**config.mk**
```make
export PLATFORM = sky130hd
export DESIGN_NAME = glct_seq
export DESIGN_NICKNAME = d
export VERILOG_FILES = /design/src/design/grid_line_crossing_tracer_defines.svh /design/src/design/glct_pkg.sv /design/src/design/glct_seq.sv
export SDC_FILE = /design/constraint.sdc
export NUM_CORES = 1
export LEC_CHECK = 0
export BUFFER_PORTS_ARGS = -buffer_cell sky130_fd_sc_hd__buf_2
export CAP_MARGIN = 10
export CORE_MARGIN = 4
export CORE_UTILIZATION = 45
export CTS_BUF_LIST = sky130_fd_sc_hd__clkbuf_4
export CTS_CLUSTER_DIAMETER = 120
export DETAILED_ROUTE_END_ITERATION = 10
export GPL_ROUTABILITY_DRIVEN = 0
export HOLD_SLACK_MARGIN = 0.15
export MAX_ROUTING_LAYER = met4
export PLACE_DENSITY = 0.6
export SETUP_SLACK_MARGIN = 0.1
export SLEW_MARGIN = 10
export SYNTH_ARGS = -nofsm -noshare
export SYNTH_HDL_FRONTEND = slang
export SYNTH_SLANG_ARGS = --single-unit
```
**constraint.sdc**
```tcl
create_clock -name clk -period 15 [get_ports clk]
set_clock_uncertainty 0.15 [all_clocks]
set_input_delay 1.5 -clock clk [delete_from_list [all_inputs] [get_ports clk]]
set_output_delay 1.5 -clock clk [all_outputs]
set_load 0.1 [all_outputs]
```
**src/design/grid_line_crossing_tracer_defines.svh**
```systemverilog
// Assertion macros used by the crossing tracer top level.
`ifndef GRID_LINE_CROSSING_TRACER_DEFINES_SVH
`define GRID_LINE_CROSSING_TRACER_DEFINES_SVH
`ifndef SYNTHESIS
`define GLCT_ASSERT_IMPL(label, clk, rst_n, prop) \
	label: assert property (@(posedge clk) disable iff (!rst_n) (prop)) \
	else $error("assertion failed");
`define GLCT_ASSERT_NEXT(label, clk, rst_n, cond, nxt) \
	label: assert property (@(posedge clk) disable iff (!rst_n) (cond) |=> (nxt)) \
	else $error("assertion failed");
`else
`define GLCT_ASSERT_IMPL(label, clk, rst_n, prop)
`define GLCT_ASSERT_NEXT(label, clk, rst_n, cond, nxt)
`endif
`endif

```
**src/design/glct_pkg.sv**
```systemverilog
// Package with widths, constants and shared types of the crossing tracer.
package glct_pkg;
	localparam int CoordW = 13;
	localparam int FracBits = 8;
	localparam int GridTiles = 32;
	localparam int KW = 7;
	localparam int DW = 14;
	localparam int ProdW = 28;
	localparam int QW = CoordW;
	localparam logic [CoordW-1:0] HalfUnit = CoordW'(1 << (FracBits - 1));

	typedef enum logic [1:0] {
		ST_IDLE,
		ST_RUN
	} seq_state_t;

	typedef struct packed {
		logic [CoordW-1:0] ox;
		logic [CoordW-1:0] oy;
		logic [CoordW-1:0] ex;
		logic [CoordW-1:0] ey;
		logic signed [DW-1:0] ddx;
		logic signed [DW-1:0] ddy;
		logic sx_pos;
		logic sx_neg;
		logic sy_pos;
		logic sy_neg;
	} seg_t;

	typedef struct packed {
		logic [CoordW-1:0] px;
		logic [CoordW-1:0] py;
		logic has_point;
		logic last;
	} pt_t;

	typedef struct packed {
		logic tx;
		logic ty;
		logic last;
		logic none;
		logic neg;
		logic [CoordW-1:0] lx;
		logic [CoordW-1:0] ly;
		logic [CoordW-1:0] base;
		logic [CoordW-1:0] dv;
	} div_ctl_t;

	function automatic logic [KW+FracBits:0] line_pos(input logic signed [KW:0] k);
		line_pos = {1'b0, k[KW-1:0], HalfUnit[FracBits-1:0]};
	endfunction
endpackage

```
**src/design/glct_seq.sv**
```systemverilog
// Sequencer that walks the grid lines of one segment and issues one crossing a cycle while not stalled.
module glct_seq (
	input  logic clk,
	input  logic arst_n,
	input  logic in_valid,
	output logic in_ready,
	input  glct_pkg::seg_t in_seg,
	input  logic stall,
	output logic op_valid,
	output logic op_tx,
	output logic op_ty,
	output logic op_last,
	output logic op_none,
	output logic signed [glct_pkg::KW:0] op_kx,
	output logic signed [glct_pkg::KW:0] op_ky,
	output glct_pkg::seg_t op_seg
);
	localparam int DW = glct_pkg::DW;

	glct_pkg::seq_state_t state_q, state_d;
	glct_pkg::seg_t seg_q;
	logic signed [glct_pkg::KW:0] kx_q, ky_q, kx_d, ky_d;
	logic hx, hy, tx, ty, hx_n, hy_n;
	logic signed [glct_pkg::KW:0] kx_n, ky_n, kx0, ky0;
	logic [glct_pkg::ProdW-1:0] ax, ay;
	logic [glct_pkg::DW-1:0] adx, ady, lxo, lyo;

	function automatic logic signed [glct_pkg::KW:0] first_k(
			input logic [glct_pkg::CoordW-1:0] p, input logic pos);
		logic [glct_pkg::CoordW:0] t;
		t = pos ? ({1'b0, p} + {1'b0, glct_pkg::HalfUnit})
			: ({1'b0, p} - {1'b0, glct_pkg::HalfUnit} - 14'd1);
		first_k = (!pos && p < glct_pkg::HalfUnit + 13'd1) ? -8'sd1
			: $signed({2'b00, t[glct_pkg::CoordW:glct_pkg::FracBits]});
	endfunction

	function automatic logic ok(input logic signed [glct_pkg::KW:0] k, input logic p,
			input logic n, input logic [glct_pkg::CoordW-1:0] e);
		logic [glct_pkg::KW+glct_pkg::FracBits:0] lp;
		lp = glct_pkg::line_pos(k);
		ok = (p || n) && k >= 0 && k < glct_pkg::GridTiles
			&& (p ? lp < {3'b000, e} : lp > {3'b000, e});
	endfunction

	always_comb begin
		hx = ok(kx_q, seg_q.sx_pos, seg_q.sx_neg, seg_q.ex);
		hy = ok(ky_q, seg_q.sy_pos, seg_q.sy_neg, seg_q.ey);
		adx = seg_q.ddx < 0 ? DW'(-seg_q.ddx) : DW'(seg_q.ddx);
		ady = seg_q.ddy < 0 ? DW'(-seg_q.ddy) : DW'(seg_q.ddy);
		lxo = seg_q.sx_pos ? DW'(glct_pkg::line_pos(kx_q)) - DW'(seg_q.ox)
			: DW'(seg_q.ox) - DW'(glct_pkg::line_pos(kx_q));
		lyo = seg_q.sy_pos ? DW'(glct_pkg::line_pos(ky_q)) - DW'(seg_q.oy)
			: DW'(seg_q.oy) - DW'(glct_pkg::line_pos(ky_q));
		ax = lxo * ady;
		ay = lyo * adx;
		tx = hx && (!hy || ax <= ay);
		ty = hy && (!hx || ay <= ax);
		kx_n = tx ? (seg_q.sx_pos ? kx_q + 8'sd1 : kx_q - 8'sd1) : kx_q;
		ky_n = ty ? (seg_q.sy_pos ? ky_q + 8'sd1 : ky_q - 8'sd1) : ky_q;
		hx_n = ok(kx_n, seg_q.sx_pos, seg_q.sx_neg, seg_q.ex);
		hy_n = ok(ky_n, seg_q.sy_pos, seg_q.sy_neg, seg_q.ey);
		kx0 = first_k(in_seg.ox, in_seg.sx_pos);
		ky0 = first_k(in_seg.oy, in_seg.sy_pos);
		state_d = state_q;
		kx_d = kx_q;
		ky_d = ky_q;
		in_ready = 1'b0;
		op_valid = 1'b0;
		op_none = 1'b0;
		op_last = 1'b0;
		case (state_q)
			glct_pkg::ST_IDLE: begin
				in_ready = 1'b1;
				if (in_valid) begin
					state_d = glct_pkg::ST_RUN;
					kx_d = kx0;
					ky_d = ky0;
				end
			end
			glct_pkg::ST_RUN: begin
				op_valid = 1'b1;
				op_none = !(hx || hy);
				op_last = op_none || !(hx_n || hy_n);
				if (!stall) begin
					kx_d = kx_n;
					ky_d = ky_n;
					if (op_last) state_d = glct_pkg::ST_IDLE;
				end
			end
			default: state_d = glct_pkg::ST_IDLE;
		endcase
	end

	assign op_tx = tx;
	assign op_ty = ty;
	assign op_kx = kx_q;
	assign op_ky = ky_q;
	assign op_seg = seg_q;

	always_ff @(posedge clk or negedge arst_n) begin
		if (!arst_n) begin
			state_q <= glct_pkg::ST_IDLE;
		end else begin
			state_q <= state_d;
		end
	end

	always_ff @(posedge clk) begin
		kx_q <= kx_d;
		ky_q <= ky_d;
		if (in_ready && in_valid) seg_q <= in_seg;
	end
endmodule

```
* After elaboration in Yosys (flattened, before gate mapping) *
Index checks and enable logic that the tools add are counted.

cells by class
  add/sub/neg operators = 16
  $mul = 2
  div/mod/pow operators = 0
  order comparisons = 22
  equal/unequal tests = 4
  shifts and indexed selects = 0
  multiplexer cells = 30
  bitwise gates (word level) = 0
  reductions and logical operators = 34

operator list
  cell                                                                           count
  14-bit two-way mux                                                             6
  8-bit two-way mux                                                              10
  15-bit by 13-bit greater-than comparator with 1-bit output                     4
  15-bit by 13-bit less-than comparator with 1-bit output                        4
  28-bit <= comparator                                                           2
  14-bit by 14-bit multiplier with 28-bit output                                 2
  8-bit by 1-bit >= comparator with 1-bit output, second input constant          4
  8-bit by 7-bit less-than comparator with 1-bit output, second input constant   4
  8-bit case mux with 2 select lines                                             2
  13-bit by 8-bit adder with 14-bit output, second input constant                2
  14-bit by 1-bit less-than comparator with 1-bit output, second input constant  2
  14-bit negation                                                                2
  13-bit by 14-bit subtractor with 14-bit output                                 2
  13-bit by 8-bit subtractor with 14-bit output, second input constant           2
  14-bit by 1-bit subtractor with 14-bit output, second input constant           2
  14-bit by 13-bit subtractor with 14-bit output                                 2
  13-bit by 8-bit less-than comparator with 1-bit output, second input constant  2
  1-bit logical AND                                                              17
  8-bit by 2-bit adder with 8-bit output, second input constant                  2
  8-bit by 2-bit subtractor with 8-bit output, second input constant             2
  1-bit two-way mux                                                              8
  1-bit logical OR                                                               7
  1-bit logical NOT                                                              6
  2-bit two-way mux                                                              3
  other kinds (6)                                                                9

word-level totals
  register bits = 102
  bits in latches = 0
  RAM bits = 0
  ROM bits = 0
  input port bits = 88
  output and inout port bits = 106
  logic and storage cells = 121
  memories kept = 0

* Logic depth before layout (Yosys ltp) *
Gate-level depths: netlist of run 1.

  depth after elaboration = 18
  depth in mapped cells = 55
  depth with buffers taken out = 53

* Worst setup path before layout of run 1 *
No wires, ideal clock.

  path type = register -> output
  start = register kx_q (netlist bit op_kx[0])
  end = output op_last
  arrival time = 11.956 ns
  data required time = 13.350 ns
  slack = 1.394 ns
  stages on the path, launching flop included = 49
  path buffers = 0
  cell sequence = edfxtp_1 inv_1 ha_1 ha_1 nand3_1 nand3_1 o21ai_2 o22ai_1 a221oi_2 xnor2_1 nor2_1 fa_1 inv_1 fa_1 inv_1 fa_1 fa_1 fa_1 (+13 left out) xor2_1 ha_1 a21o_1 a21oi_1 o41ai_1 a21oi_1 nand2_1 a31oi_4 mux2i_1 ha_1 a21oi_1 nor2b_1 o21ai_0 nand2b_1 a211oi_1 mux2_2 a211o_1 a31o_2

on the way
  word-level cells in the longest chain between the ends = 16
  elaborated cells between the ends (all ways) = 46
  those cells by class = add/sub (4); mul (1); order compare (14); mux (8); reduce/logical (19)

ends and longest elaborated chain
  what                                                                                                line             RTL
  start, declared                                                                                     glct_seq.sv:22   logic signed [glct_pkg::KW:0] kx_q, ky_q, kx_d, ky_d;
  start signal, assigned                                                                              glct_seq.sv:109  kx_q <= kx_d;
  branches (longest 5 deep; another with 14-bit by 14-bit multiplier with 28-bit output)              n/a
  1-bit logical OR (*)                                                                                glct_seq.sv:57   ty = hy && (!hx || ay <= ax);
  1-bit logical AND (*)                                                                               glct_seq.sv:57
  via op_ty                                                                                           glct_seq.sv:11   output logic op_ty,
  8-bit two-way mux (*)                                                                               glct_seq.sv:59   ky_n = ty ? (seg_q.sy_pos ? ky_q + 8'sd1 : ky_q - 8'sd1) : ky_q;
  branches (longest 3 deep; another with 15-bit by 13-bit greater-than comparator with 1-bit output)  n/a
  1-bit logical AND (*)                                                                               glct_seq.sv:42   && (p ? lp < {3'b000, e} : lp > {3'b000, e});
  1-bit logical OR (*)                                                                                glct_seq.sv:83   op_last = op_none || !(hx_n || hy_n);
  1-bit logical NOT (*)                                                                               glct_seq.sv:83
  1-bit logical OR (*)                                                                                glct_seq.sv:83
  1-bit two-way mux (*)                                                                               glct_seq.sv:71   case (state_q)
  end, declared                                                                                       glct_seq.sv:12   output logic op_last,

Mark *: on every way through the listed nets, which the timed path passes.

* Worst setup path after layout of run 1 *
  start = register seg_q (netlist bit op_seg[18])
  end = output op_last

on the way
  word-level cells in the longest chain between the ends = 15
  elaborated cells between the ends (all ways) = 32
  those cells by class = add/sub (1); mul (1); order compare (11); mux (6); reduce/logical (13)

ends and longest elaborated chain
  what                                                                                              line             RTL
  start, declared                                                                                   glct_seq.sv:21   glct_pkg::seg_t seg_q;
  start signal, assigned                                                                            glct_seq.sv:111  if (in_ready && in_valid) seg_q <= in_seg;
  14-bit negation / 14-bit by 1-bit less-than comparator with 1-bit output (equally long branches)  glct_seq.sv:48   adx = seg_q.ddx < 0 ? DW'(-seg_q.ddx) : DW'(seg_q.ddx);
  14-bit two-way mux (*)                                                                            glct_seq.sv:48
  14-bit by 14-bit multiplier with 28-bit output (*)                                                glct_seq.sv:55   ay = lyo * adx;
  branches (longest 8 deep; another with 28-bit <= comparator)                                      n/a
  1-bit logical OR (*)                                                                              glct_seq.sv:83
  1-bit logical NOT (*)                                                                             glct_seq.sv:83
  1-bit logical OR (*)                                                                              glct_seq.sv:83
  1-bit two-way mux (*)                                                                             glct_seq.sv:71

Mark *: on every way between the ends.

==> flow_metrics.py, run 1 <==
metrics = {
    "status": {
        "status": "complete, no violations",
    },
    "worst_setup_path": {
        "r2r_setup_slack_ps": 3100,
        "slowest_delay_ps": 770,
        "start_kind": "register",
        "critPathArrivalTime_ps": 12450,
        "path_common_cell": "fa_1",
        "end_kind": "output port",
        "cp_max_fo": 10,
        "r2r_cells": 45,
        "r2r_end": "state_q[0]",
        "path_class": "register to output port",
        "crit-reg2reg-launch": "op_seg[18]",
        "required_ps": 13350,
        "slowest_stage": "xnor2_1",
    },
    "die": {
        "initial_core_util": 0.4547,
        "core-area_mm2": 0.04412,
        "die_area_mm2": 0.04803,
        "rows": 77,
        "die_w_um": 219.2,
        "die_h_um": 219.2,
        "io_pins": 194,
    },
    "sta": {
        "hold_viol_final": 0,
        "tns_ps": 0,
        "max_freq_mhz": 70.91,
        "rsz0062_at_grt": "false",
        "relSlewSlack": 0.2366,
        "final.period_utilization": 0.9401,
        "worstMarginPinSlew_ps": 1141,
        "final_max_slew_viol_count": 0,
        "fin_crit_ps": 14100,
        "setup_violations": 0,
    },
    "synthesis": {
        "synth_top_cell_by_area": "fa_1",
        "synth-edff-count": 100,
        "ys_types": 84,
        "synthFlopType": "edfxtp_1",
        "synth_area_leaders": "fa_1, ha_1, edfxtp_1",
        "synth_seq_cells": 101,
        "synthCells": 2155,
        "syn-num-nets": 2803,
        "synth_top_cells_by_count": "inv_1, fa_1, ha_1",
        "synth_top_area_frac": 0.2854,
        "async_reset_ff_frac": 0.009901,
        "yosys_warnings": 0,
        "synth_most_common_cell": "inv_1",
        "syn_area_mm2": 0.02006,
        "syn_area_per_cell_um2": 9.311,
        "yosysSeqAreaShare": 0.1509,
    },
    "cts": {
        "cts_max_path_buffers": 2,
        "h-tree-depth": 3,
        "ctsHoldBuffers": 0,
        "cts_made_buffers": 9,
        "cts_tree": "yes",
        "clk_latency_ps": 580,
        "cts.sinks": 101,
        "cts-root-buf": "clkbuf_4",
        "clk_pin_slew_ps": 170,
    },
    "grt": {
        "grt_pass1_vias": 16420,
        "grt_max_degree": 45,
        "grt_use_total": 0.2214,
        "grt_pass1_wl_um": 82520,
        "antenna_found_initial": 2,
        "grt-ovfl-total": 0,
    },
    "final_layout": {
        "final_layout_size_suffix_gt1_frac": 0.1300,
        "fill_cells": 4214,
        "fin_nets": 3012,
        "synthToLayoutAreaGrowth_pct": 10.18,
        "final_cell_area_mm2": 0.02211,
    },
    "detailed_routing": {
        "wl_per_cell_um": 16.87,
        "ant_nets": 0,
        "drt-initial-drc-count": 800,
        "vias": 15790,
        "drc": 0,
        "routed_wl_um": 50000,
        "vias_per_cell": 5.329,
        "first_pass_iters": 7,
    },
    "min_path": {
        "hold_class": "input pin to async pin",
    },
    "placed_design": {
        "dpl.hpwl_um": 42280,
        "io_buffers": 193,
        "dpl-instance-area_mm2": 0.02184,
    },
    "run": {
        "drv_cap": 0,
    },
}
## layer usage
| layer | up-vias | part of all wire | global-route usage |
|---|---|---|---|
| met4 | 0 | 0.027 | 0.06657 |
| met3 | 101 | 0.065 | 0.03586 |
| met2 | 471 | 0.48 | 0.3557 |
| met5 | - | 0 | - |
| li1 | 7373 | - | - |
| met1 | 7845 | 0.43 | 0.2909 |
## flip-flops by register name, summed over array words and instances, names as in the netlist
register	flops
op_seg	84
op_kx	8
op_ky	8
state_q	1
## critical path: cells and delay by family, from the launching register on
family	cells	cell delay [ps]
xor+xnor	3	1160
fa+ha+maj	10	4280
compound gates	15	2960
flops	1	570
buf+inv	6	710
mux	1	220
simple gates	10	1920
## cells in the final DEF, fill, tap and decap left out, types with 4 or more instances in the layout
cell type,count
or2_2,11
ha_1,274
buf_2,193
a211oi_1,4
fa_1,286
o21ai_0,48
xnor2_2,7
nor4_1,6
xnor2_1,81
nand3_1,21
nand2b_1,29
o2111ai_1,4
inv_1,388
mux2i_1,14
nand2_1,211
nor3_1,19
a2bb2oi_1,4
a31oi_1,5
xor2_1,58
and3_1,7
clkbuf_4,11
o31ai_1,8
o21ai_1,6
o21ai_2,4
a21o_1,43
xor2_2,5
o21bai_1,12
buf_4,38
nor2b_1,21
nand4_1,10
mux2_2,6
o41ai_1,5
o21a_1,17
or3_1,7
nor2_1,244
edfxtp_1,100
and2_1,14
a21oi_1,72
## what timing repair did
item                                   CTS  global route
setup endpoints to repair                0             1
resized for setup                        0             7
endpoints found under the hold margin    0             0
buffers inserted                         0            11
## stage by stage
step	instances	hold slack, ps	utilization	worst slack [ps]
6_report	2963	505.9	0.5010	897.8
3_5_place_dp	2934	475.6	0.4951	1010
5_1_grt	2963	444.7	0.5010	108.2
2_1_floorplan	2155	1009	-	1394
4_1_cts	2950	420.9	0.4978	308.2
3_3_place_gp	2934	468.3	0.4951	1351
## how the worst max path moves through the flow
stage | from | end | cells past startpoint
after floorplan | op_kx[0] | op_last | 48
after global placement | op_seg[71] | op_last | 50
after detailed placement | op_seg[71] | op_last | 50
after CTS | op_seg[71] | op_last | 50
after global routing | op_seg[18] | op_last | 45
final | op_seg[18] | op_last | 45
## kinds of logic (layout without fill, tap and decap cells)
group	count (synthesis)	in the layout	synth area share
DFF	101	101	0.1509
other	0	2	0
muxes	20	20	0.01035
xor gates and xnor gates	151	151	0.06816
buffers and inverters	426	640	0.08051
adders and majority gates	560	560	0.4562
AOI/OAI and AO/OA	277	277	0.09710
and+or+nand+nor	620	620	0.1368
## area by class of cell
cell class	count	area, um^2	share of cell area
diodes	2	5.005	0.0002264
multi-input cells	1628	15480	0.7001
inverters	392	1475	0.06673
flip-flops and latches	101	3028	0.1370
well taps	592	740.7	0.03351
clock buffers	11	82.58	0.003736
repair buffers	232	1262	0.05711
clock inverters	5	36.28	0.001641
Power of run 1 is left out: the tool's default activity adds up to more than one toggle a clock period on the data nets, which glitch-free logic cannot reach.
==> inputs of run 2 (changes only) <==
- ABC_AREA: default -> 1
==> run 2 against run 1 <==
Flip-flop and latch count unchanged. First-iteration DRC count increased by 54%. Final area rose by 1.3%. Register-to-register slack improved by 610 ps. Synthesized cell count increased by 17%. Die area up 2.6%. Global-route usage up 0.37 points. Via count increased by 9.3%. Non-clock buffer count decreased by 32. Highest routed layer unchanged. Critical path type unchanged. Count of clock-buffer cells in the layout is 2 lower. Sequential share of layout area shrank 0.18 points. Core utilization down 0.64 points.
==> flow_metrics.py, run 2 <==
metrics = {
    "final_layout": {
        "largest_reg_flops": 84,
        "layout_commonest_cell": "inv_1",
        "synthToLayoutAreaGrowth_pct": 8.729,
        "finalNonFillerCells": 3305,
        "final_layout_size_suffix_gt1_frac": 0.1080,
        "fin_nets": 3346,
        "final_cell_mix": "inv_1, nand2_1, nor2_1",
        "final_cell_area_mm2": 0.02240,
    },
    "synthesis": {
        "synthMuxAreaShare": 0,
        "synth_top_cell_by_area": "fa_1",
        "yosysSeqAreaShare": 0.1470,
        "synthCells": 2513,
        "synth_top_family_by_area": "adder cells",
        "synth_most_common_cell": "inv_1",
        "synthXorXnorAreaFrac": 0.03827,
        "synthFlopType": "edfxtp_1",
        "synthSimpleGateAreaFrac": 0.1899,
        "synth_top_area_frac": 0.2780,
        "synth-edff-count": 100,
        "synth_top_cells_by_count": "inv_1, nand2_1, nor2_1",
        "syn-num-nets": 3161,
        "yosys_warnings": 0,
        "synth_seq_cells": 101,
        "synth_compound_area_frac": 0.07283,
        "syn_area_mm2": 0.02060,
        "synth_area_leaders": "fa_1, ha_1, edfxtp_1",
        "syn_area_per_cell_um2": 8.197,
        "async_reset_ff_frac": 0.009901,
        "ys_types": 54,
        "synthAdderAreaFrac": 0.4444,
    },
    "worst_setup_path": {
        "required_ps": 13350,
        "cp_max_fo": 11,
        "slowest_stage": "xor2_1",
        "path_common_cell": "nand2_1",
        "cp_num_buf_inv": 11,
        "end_kind": "output port",
        "start_kind": "register",
        "critPathArrivalTime_ps": 12030,
        "path_class": "register to output port",
        "critPathTopFamily": "adder cells",
        "slowest_delay_ps": 670,
    },
    "grt": {
        "grt_use_total": 0.2250,
        "grt_pass1_wl_um": 88380,
        "grt_max_degree": 85,
        "grt-ovfl-total": 0,
        "antenna_found_initial": 2,
        "grt_pass1_vias": 17780,
    },
    "cts": {
        "h-tree-depth": 3,
        "cts_made_buffers": 9,
        "clk_pin_slew_ps": 160,
        "cts_resized": 0,
        "cts.sinks": 101,
        "clk_latency_ps": 610,
        "cts-root-buf": "clkbuf_4",
        "ctsHoldBuffers": 0,
        "cts_max_path_buffers": 2,
        "cts_tree": "yes",
        "cts_setup_buffers": 0,
    },
    "sta": {
        "setup_violations": 0,
        "fin_crit_ps": 13680,
        "tns_ps": 0,
        "final.period_utilization": 0.9117,
        "final_max_slew_viol_count": 0,
        "rsz0062_at_grt": "false",
        "relSlewSlack": 0.2121,
        "hold_viol_final": 0,
        "max_freq_mhz": 73.12,
        "worstMarginPinSlew_ps": 1178,
    },
    "detailed_routing": {
        "first_pass_iters": 6,
        "wl_per_cell_um": 16.20,
        "ant_nets": 0,
        "drc": 0,
        "vias_per_cell": 5.223,
        "drt-initial-drc-count": 1234,
        "vias": 17260,
        "routed_wl_um": 53560,
    },
    "placed_design": {
        "dpl-instance-area_mm2": 0.02224,
        "placedCellCount": 3287,
        "io_buffers": 193,
        "dpl.hpwl_um": 45300,
    },
    "run": {
        "drv_cap": 0,
    },
    "die": {
        "rows": 78,
        "initial_core_util": 0.4549,
        "die_h_um": 222.0,
        "io_pins": 194,
        "core-area_mm2": 0.04528,
        "die_area_mm2": 0.04926,
        "die_w_um": 222.0,
    },
    "status": {
        "status": "complete, no violations",
    },
    "min_path": {
        "hold_class": "input pin to async pin",
    },
}
## run 2: cell families after synthesis
kind of cell             after synthesis
AO/OA/AOI/OAI                        256
XOR/XNOR                              90
adder cells (fa/ha/maj)              560
buffers and inverters                583
flip-flops                           101
AND/OR/NAND/NOR                      923
## run 2: worst paths after layout
path | from | end | slack, ps | cells past startpoint
worst max-delay path | op_seg[58] | op_last | 1320 | 59
worst min-delay path | arst_n | state_q[0] | 500 | 1
worst max register to register | op_seg[58] | state_q[0] | 3710 | 58
worst min register to register | op_ky[6] | op_ky[6] | 620 | 2
max in group asynchronous | arst_n | state_q[0] | 14120 | 1
min in group clk | op_ky[6] | op_ky[6] | 620 | 2
## run 2: routing by layer
layer / part of all wire / global-route usage / vias to the layer above
met2: 0.48 / 0.3633 / 546
met5: 0 / - / -
met3: 0.069 / 0.03614 / 78
met4: 0.019 / 0.05802 / 0
met1: 0.43 / 0.2988 / 8434
li1: - / - / 8203
## run 2: layout make-up
class | count | area, um^2
sequential | 101 | 3028
clock inverter | 7 | 72.57
tap | 600 | 750.7
inverter | 557 | 2092
timing repair buffer | 200 | 1018
antenna | 2 | 5.005
fill | 4511 | 22890
clock buffer | 9 | 67.56
multi-input combinational | 1829 | 15360
## run 2: through the flow
| stage | util | setup WS [ps] | hold WS (ps) |
|---|---|---|---|
| 2_1_floorplan | - | 1887 | 910.9 |
| 3_3_place_gp | 0.4912 | 2097 | 560.3 |
| 4_1_cts | 0.4943 | 1264 | 416.7 |
| 3_5_place_dp | 0.4912 | 2020 | 587.3 |
| 5_1_grt | 0.4946 | 242.9 | 436.5 |
| 6_report | 0.4946 | 1324 | 502.5 |
Power of run 2 is left out for the same reason.
